===== src/design/inline_markup_tokenizer_assert.svh =====
// Assertion macros for the inline markup tokenizer.
// Included by inline_markup_tokenizer, which carries the concurrent checks; no other dependencies.
`ifndef INLINE_MARKUP_TOKENIZER_ASSERT_SVH
`define INLINE_MARKUP_TOKENIZER_ASSERT_SVH
`ifndef SYNTH
// same-cycle implication
`define IMT_ASSERT_NOW(label, clk, rst_n, ante, cons) \
    label: assert property (@(posedge clk) disable iff (!(rst_n)) (ante) |-> (cons)) \
        else $error("imt assertion failed");
// next-cycle implication
`define IMT_ASSERT_NEXT(label, clk, rst_n, ante, cons) \
    label: assert property (@(posedge clk) disable iff (!(rst_n)) (ante) |=> (cons)) \
        else $error("imt assertion failed");
`else
`define IMT_ASSERT_NOW(label, clk, rst_n, ante, cons)
`define IMT_ASSERT_NEXT(label, clk, rst_n, ante, cons)
`endif
`endif


===== src/design/imt_pkg.sv =====
// Shared types and constants for the inline markup tokenizer.
// No dependencies; imported by imt_decode, inline_markup_tokenizer and its testbench.
package imt_pkg;

    localparam int CP_W    = 21;
    localparam int STYLE_W = 6;
    localparam int KIND_W  = 2;

    // style bit positions
    localparam int BIT_BOLD  = 0;
    localparam int BIT_LARGE = 1;
    localparam int BIT_SUB   = 2;
    localparam int BIT_SUP   = 3;
    localparam int BIT_UNDER = 4;
    localparam int BIT_MONO  = 5;

    localparam logic [KIND_W-1:0] KIND_GLYPH   = 2'd0;
    localparam logic [KIND_W-1:0] KIND_SPACE   = 2'd1;
    localparam logic [KIND_W-1:0] KIND_NEWLINE = 2'd2;

    localparam logic [CP_W-1:0] CP_TAB    = 21'h00009;
    localparam logic [CP_W-1:0] CP_LF     = 21'h0000A;
    localparam logic [CP_W-1:0] CP_SPACE  = 21'h00020;
    localparam logic [CP_W-1:0] CP_HASH   = 21'h00023;
    localparam logic [CP_W-1:0] CP_STAR   = 21'h0002A;
    localparam logic [CP_W-1:0] CP_BSLASH = 21'h0005C;
    localparam logic [CP_W-1:0] CP_CARET  = 21'h0005E;
    localparam logic [CP_W-1:0] CP_UNDER  = 21'h0005F;
    localparam logic [CP_W-1:0] CP_GRAVE  = 21'h00060;
    localparam logic [CP_W-1:0] CP_LBRACE = 21'h0007B;
    localparam logic [CP_W-1:0] CP_RBRACE = 21'h0007D;
    localparam logic [CP_W-1:0] CP_TILDE  = 21'h0007E;

    typedef struct packed {
        logic [STYLE_W-1:0] style;
        logic               esc;
        logic               skip;
    } t_state;

    typedef struct packed {
        logic               emit;
        logic [KIND_W-1:0]  kind;
        logic [CP_W-1:0]    code;
        logic [STYLE_W-1:0] style;
    } t_event;

endpackage


===== src/design/imt_decode.sv =====
// Per-character decode: classifies one code point against the current state,
// giving the event (if any) and the next state. Uses imt_pkg.
module imt_decode
    import imt_pkg::*;
(
    input  logic [CP_W-1:0] i_code_point,
    input  t_state          i_state,
    output t_event          o_event,
    output t_state          o_state
);

    logic [STYLE_W-1:0] toggle;
    logic               is_toggle;

    always_comb begin
        toggle    = '0;
        is_toggle = 1'b0;
        o_event   = '{emit: 1'b0, kind: KIND_GLYPH, code: '0, style: '0};
        o_state   = i_state;

        if (i_state.skip) begin
            // comment body: drop everything up to the first closing brace
            if (i_code_point == CP_RBRACE) begin
                o_state.skip = 1'b0;
            end
        end else begin
            o_state.esc = 1'b0;
            case (i_code_point)
                CP_STAR: begin
                    toggle[BIT_BOLD] = 1'b1;
                    is_toggle        = 1'b1;
                end
                CP_HASH: begin
                    toggle[BIT_LARGE] = 1'b1;
                    is_toggle         = 1'b1;
                end
                CP_TILDE: begin
                    toggle[BIT_UNDER] = 1'b1;
                    is_toggle         = 1'b1;
                end
                CP_GRAVE: begin
                    toggle[BIT_MONO] = 1'b1;
                    is_toggle        = 1'b1;
                end
                CP_UNDER: begin
                    toggle[BIT_SUB] = 1'b1;
                    is_toggle       = 1'b1;
                end
                CP_CARET: begin
                    toggle[BIT_SUP] = 1'b1;
                    is_toggle       = 1'b1;
                end
                CP_LBRACE: begin
                    if (i_state.esc) begin
                        o_event = '{emit: 1'b1, kind: KIND_GLYPH, code: i_code_point,
                                    style: i_state.style};
                    end else begin
                        o_state.skip = 1'b1;
                    end
                end
                CP_BSLASH: begin
                    if (i_state.esc) begin
                        o_event = '{emit: 1'b1, kind: KIND_GLYPH, code: i_code_point,
                                    style: i_state.style};
                    end else begin
                        o_state.esc = 1'b1;
                    end
                end
                CP_TAB, CP_SPACE: begin
                    o_event = '{emit: 1'b1, kind: KIND_SPACE, code: '0,
                                style: i_state.style};
                end
                CP_LF: begin
                    o_event = '{emit: 1'b1, kind: KIND_NEWLINE, code: '0, style: '0};
                    o_state.style[BIT_SUB] = 1'b0;
                    o_state.style[BIT_SUP] = 1'b0;
                end
                default: begin
                    // control characters below space are dropped
                    if (i_code_point > CP_SPACE) begin
                        o_event = '{emit: 1'b1, kind: KIND_GLYPH, code: i_code_point,
                                    style: i_state.style};
                    end
                end
            endcase

            if (is_toggle) begin
                if (i_state.esc) begin
                    o_event = '{emit: 1'b1, kind: KIND_GLYPH, code: i_code_point,
                                style: i_state.style};
                end else begin
                    // sub and sup exclude each other
                    if (toggle[BIT_SUB]) begin
                        o_state.style[BIT_SUP] = 1'b0;
                    end
                    if (toggle[BIT_SUP]) begin
                        o_state.style[BIT_SUB] = 1'b0;
                    end
                    o_state.style = o_state.style ^ toggle;
                end
            end
        end
    end

endmodule


===== src/design/inline_markup_tokenizer.sv =====
// Inline markup tokenizer: one code point in, at most one layout word out.
// A word is held in the input register; any token it gives is registered at the output.
// One word per cycle unless output stalls; the style/escape/skip flags update per word.
// Reset (i_rst_n low, synchronous) clears the flags and both valid registers.
// A word marked last returns the flags to their reset values once handled.
// Depends on imt_pkg, imt_decode and inline_markup_tokenizer_assert.svh.
`include "inline_markup_tokenizer_assert.svh"

module inline_markup_tokenizer
    import imt_pkg::*;
(
    input  logic               i_clk,
    input  logic               i_rst_n,

    input  logic               i_in_valid,
    output logic               o_in_stall,
    input  logic [CP_W-1:0]    i_in_code_point,
    input  logic               i_in_last_char,

    output logic               o_out_valid,
    input  logic               i_out_stall,
    output logic [KIND_W-1:0]  o_out_event_kind,
    output logic [CP_W-1:0]    o_out_glyph_code,
    output logic [STYLE_W-1:0] o_out_style_bits
);

    logic               r_in_valid;
    logic               n_in_valid;
    logic [CP_W-1:0]    r_cp;
    logic               r_last;
    t_state             r_state;
    t_state             n_state;
    logic               r_out_valid;
    logic               n_out_valid;
    t_event             r_out;

    t_event             dec_event;
    t_state             dec_state;
    logic               in_acc;
    logic               adv;

    imt_decode u_decode (
        .i_code_point (r_cp),
        .i_state      (r_state),
        .o_event      (dec_event),
        .o_state      (dec_state)
    );

    // the held word moves on if it emits nothing or the result slot is free or not stalled
    assign adv        = r_in_valid && (!dec_event.emit || !r_out_valid || !i_out_stall);
    assign o_in_stall = r_in_valid && !adv;
    assign in_acc     = i_in_valid && !o_in_stall;

    always_comb begin
        n_in_valid  = r_in_valid;
        n_state     = r_state;
        n_out_valid = r_out_valid;
        if (adv) begin
            n_in_valid = 1'b0;
            n_state    = r_last ? '0 : dec_state;
        end
        if (in_acc) begin
            n_in_valid = 1'b1;
        end
        if (r_out_valid && !i_out_stall) begin
            n_out_valid = 1'b0;
        end
        if (adv && dec_event.emit) begin
            n_out_valid = 1'b1;
        end
    end

    always_ff @(posedge i_clk) begin
        if (!i_rst_n) begin
            r_in_valid  <= 1'b0;
            r_state     <= '0;
            r_out_valid <= 1'b0;
        end else begin
            r_in_valid  <= n_in_valid;
            r_state     <= n_state;
            r_out_valid <= n_out_valid;
        end
    end

    always_ff @(posedge i_clk) begin
        if (in_acc) begin
            r_cp   <= i_in_code_point;
            r_last <= i_in_last_char;
        end
        if (adv && dec_event.emit) begin
            r_out <= dec_event;
        end
    end

    assign o_out_valid      = r_out_valid;
    assign o_out_event_kind = r_out.kind;
    assign o_out_glyph_code = r_out.code;
    assign o_out_style_bits = r_out.style;

    `IMT_ASSERT_NOW(a_newline_clean, i_clk, i_rst_n,
        o_out_valid && (o_out_event_kind == KIND_NEWLINE),
        (o_out_style_bits == '0) && (o_out_glyph_code == '0))
    `IMT_ASSERT_NOW(a_space_no_code, i_clk, i_rst_n,
        o_out_valid && (o_out_event_kind == KIND_SPACE), o_out_glyph_code == '0)
    `IMT_ASSERT_NEXT(a_last_clears, i_clk, i_rst_n,
        adv && r_last, r_state == '0)
    `IMT_ASSERT_NOW(a_stall_cause, i_clk, i_rst_n,
        o_in_stall, r_in_valid && r_out_valid && i_out_stall && dec_event.emit)

endmodule


===== config.mk =====
export PLATFORM = sky130hd
export DESIGN_NAME = inline_markup_tokenizer
export DESIGN_NICKNAME = d
export VERILOG_FILES = /design/src/design/imt_pkg.sv /design/src/design/imt_decode.sv /design/src/design/inline_markup_tokenizer.sv
export VERILOG_INCLUDE_DIRS = /design/src /design/src/design
export SDC_FILE = /design/constraint.sdc
export NUM_CORES = 1
export LEC_CHECK = 0
export ABC_AREA = 1
export BUFFER_PORTS_ARGS = -buffer_cell sky130_fd_sc_hd__buf_2
export CORE_MARGIN = 1
export CORE_UTILIZATION = 40
export DETAILED_ROUTE_END_ITERATION = 8
export GPL_ROUTABILITY_DRIVEN = 0
export PLACE_DENSITY_LB_ADDON = 0.12
export SKIP_CTS_REPAIR_TIMING = 1
export SYNTH_ARGS = -nofsm -noshare
export SYNTH_HDL_FRONTEND = slang
export SYNTH_SLANG_ARGS = --single-unit

===== constraint.sdc =====
create_clock -name i_clk -period 7.45 [get_ports i_clk]
set_input_delay 0 -clock i_clk [delete_from_list [all_inputs] [get_ports i_clk]]
set_output_delay 0 -clock i_clk [all_outputs]
set_load 0.05 [all_outputs]

==> results.cfg <==
[outcome]
run_status = complete, no violations

[finish]
ff_latch_area_sq_um = 1732
fin_area_sq_um = 3630
fin_nets = 415
flow.area_growth_from_synthesis_pct = 28.08
multi_input_gate_area_sq_um = 880.8
layout.filler_cells = 688
num_antenna_cells = 0
layout.cells.most_common_list = nand2_1, buf_2, inv_1, edfxtp_1, nor2_1
layout.cells.non_filler = 490
post_route_cells_drive_above_1_share_pct = 23.86

[floorplanning]
row_count = 30
die_area_sq_um = 7425
io_pins = 57
start_util_pct = 41.48
core-area_sq_um = 6832
die_x_um = 86.17
chipHeight_um = 86.17

[placed_design]
dpl_worst_slack_ps = 4459
place.detailed.instances = 450
dp_hpwl_mm = 4.325
dpl_cell_area_sq_um = 3223
place.port_buffers = 56

[sta]
portion_of_the_clock_cycle_consumed_by_the_worst_path_in_the_final_layout_pct = 39.85
timing_max_transition_violations_final = 0
tns_ps = 0
worst-slew-pin-transition_ps = 1103
fin_skew_ps = 12.18
rsz0062_at_grt = no
hold_viol = 0
finalSetupViolations = 0
max_slew_margin_pct = 26.36
max_freq_mhz = 336.9
finalWorstSetupSlack_ps = 4481
final_period_minus_worst_setup_slack_ps = 2969

[worst_setup_path]
worst_setup_path_start_kind = flop
worstSetupPathType = flop to flop
cpMaxStageDelayCell = inv_1
critical_path.endpoint_type = flop
cp_data_required_time_ps = 7400
crit_fanout = 29
crit_chain = nor2_2 -> nand2_1 -> nor2_2 -> nand2_2 -> a21oi_2 -> nor2_1 -> nand3_2 -> nand3_2 -> nand3_4 -> nand2_2 -> inv_1 -> nand2_1 -> inv_1
arrival_ps = 2910
critPathTopFamily = simple AND/OR/NAND/NOR gates
critical_path_buf_inv_count = 2
slowest_delay_ps = 800

[power_and_ir_drop]
power_report.internal_total_mw = 0.5328
p_seq_share_pct = 54.9
total_leakage_power_nw = 1.640
power.density_nw_per_um2 = 199.3
vdd_drop_max_mv = 0.1206
total_switching_power_mw = 0.1904
power.combinational.fraction_pct = 10.8
clock_power_share_pct = 34.3
netSwitchingFraction_pct = 26.33

[clock_tree]
max-clock-path-buffers = 2
clock-sinks = 61
clock_latency_of_the_later_clocked_register_in_the_worst_skew_pair_ps = 340
cts_max_level = 3
clkSlewWorstSetupHoldPaths_ps = 70
cts_buffers = 9
clockRootBuffer = clkbuf_8
cts_tree = done

[synth]
synth_area_sq_um = 2834
synth.yosys.warnings = 0
ys_ff_latch = 61
ys_seq_area_share_pct = 61.10
synth.lib_cells_used.distinct = 27
yosys-top-cells-area = edfxtp_1, nand2_1, dfxtp_1
netlist_instances = 301
avgSynthCellArea_sq_um = 9.415
synth.largest_area_cell = edfxtp_1
synth_fp_nets = 327
synth_top_area_share_pct = 54.04

[detailed_routing]
vias_per_cell = 4.476
drtAntennaViolNets = 0
detail_route.iter0.violations = 103
finalWirelength_mm = 5.810
dr.pass1.iters = 4
vias = 2193
drc = 0
wl_per_cell_um = 11.86

[grt]
number_of_global_route_vias_before_repair = 1937
grt_first_pass_wirelength_mm = 9.232
grt_max_degree = 30
antenna_found_initial = 0
globalRouteOverflowTotal = 0
globalRouteTotalUtil_pct = 16.77

[hold_path]
min_path_type = input port to flop

[job]
maxCapViolations = 0
-- cells in the mapped netlist --
library cell / count
a21oi_1: 11
a21oi_2: 1
clkbuf_1: 3
clkinv_1: 2
dfxtp_1: 10
edfxtp_1: 51
inv_1: 53
inv_2: 1
nand2_1: 56
nand2_2: 4
nand3_1: 23
nand3_2: 3
nand3_4: 2
nand4_1: 2
nand4_2: 1
nor2_1: 47
nor2_2: 9
nor2_4: 1
nor3_1: 3
nor4_1: 2
o21ai_0: 8
o21ai_1: 1
o21ai_2: 1
o31ai_1: 1
o32ai_1: 1
xnor2_1: 3
xor2_1: 1
-- cell type report --
cell class	instances	area share (%)
Clock buffer	10	3.516
Clock inverter	6	1.069
Inverter	56	5.791
Multi-Input combinational cell	181	24.27
Sequential cell	61	47.71
Tap cell	96	3.309
Timing Repair Buffer	80	14.34
-- worst register-to-register path, cell delays in order (launching register included) --
cell      delay (ps)
edfxtp_1         410
nor2_2           170
nand2_1           80
nor2_2           180
nand2_2          170
a21oi_2          180
nor2_1            70
nand3_2           90
nand3_2          100
nand3_4          110
nand2_2           80
inv_1             70
nand2_1           70
inv_1            800
-- stage by stage --
stage / power [mW] / util, % / hold WS, ps
2_1_floorplan: 0.4513 / - / 98.87
3_3_place_gp: 0.4722 / 47.18 / 176.0
3_5_place_dp: 0.4731 / 47.18 / 178.1
4_1_cts: 0.7198 / 49.62 / -178.0
5_1_grt: 0.7554 / 53.13 / 8.114
6_report: 0.7232 / 53.13 / 4.336
-- final timing paths --
check	startpoint	endpoint	slack, ps	depth (start not counted)
max	r_cp[16]	o_out_glyph_code[0]	4480	13
min	i_out_stall	o_out_valid	4	3
max reg2reg	r_cp[16]	o_out_glyph_code[0]	4480	13
min reg2reg	r_state[5]	r_state[5]	510	2
-- registers in the layout, summed over array words and instances (netlist names) --
register	count
o_out_glyph_code	21
o_out_event_kind	2
o_out_style_bits	6
r_state	8
r_last	1
r_in_valid	1
o_out_valid	1
r_cp	21
-- power groups by stage --
stage               sequential, mW  clock (mW)  combinational, mW
floorplan                    0.427           0             0.0245
global placement             0.404           0             0.0680
detailed placement           0.404           0             0.0688
CTS                          0.397       0.254             0.0689
global route                 0.398       0.272             0.0846
finish                       0.397       0.248             0.0781
-- metal layers --
layer  part of all wire [%]  vias up  track usage [%]  wire length (um)
li1                       -     1154                -                 -
met2                     43       72            24.82              2503
met3                    5.7       10            4.571               332
met1                     49      957            22.75              2853
met5                      0        -                0                 0
met4                    2.1        0            8.333               121
-- cell families (layout without fill, tap and decap cells) --
| family | Yosys count | after routing | share of synthesized area (%) |
|---|---|---|---|
| and+or+nand+nor | 153 | 153 | 25.12 |
| DFF | 61 | 61 | 61.10 |
| buffers and inverters | 59 | 152 | 7.814 |
| AOI/OAI and AO/OA | 24 | 24 | 4.724 |
| xor gates and xnor gates | 4 | 4 | 1.236 |
(Power assumes the default switching activity.)
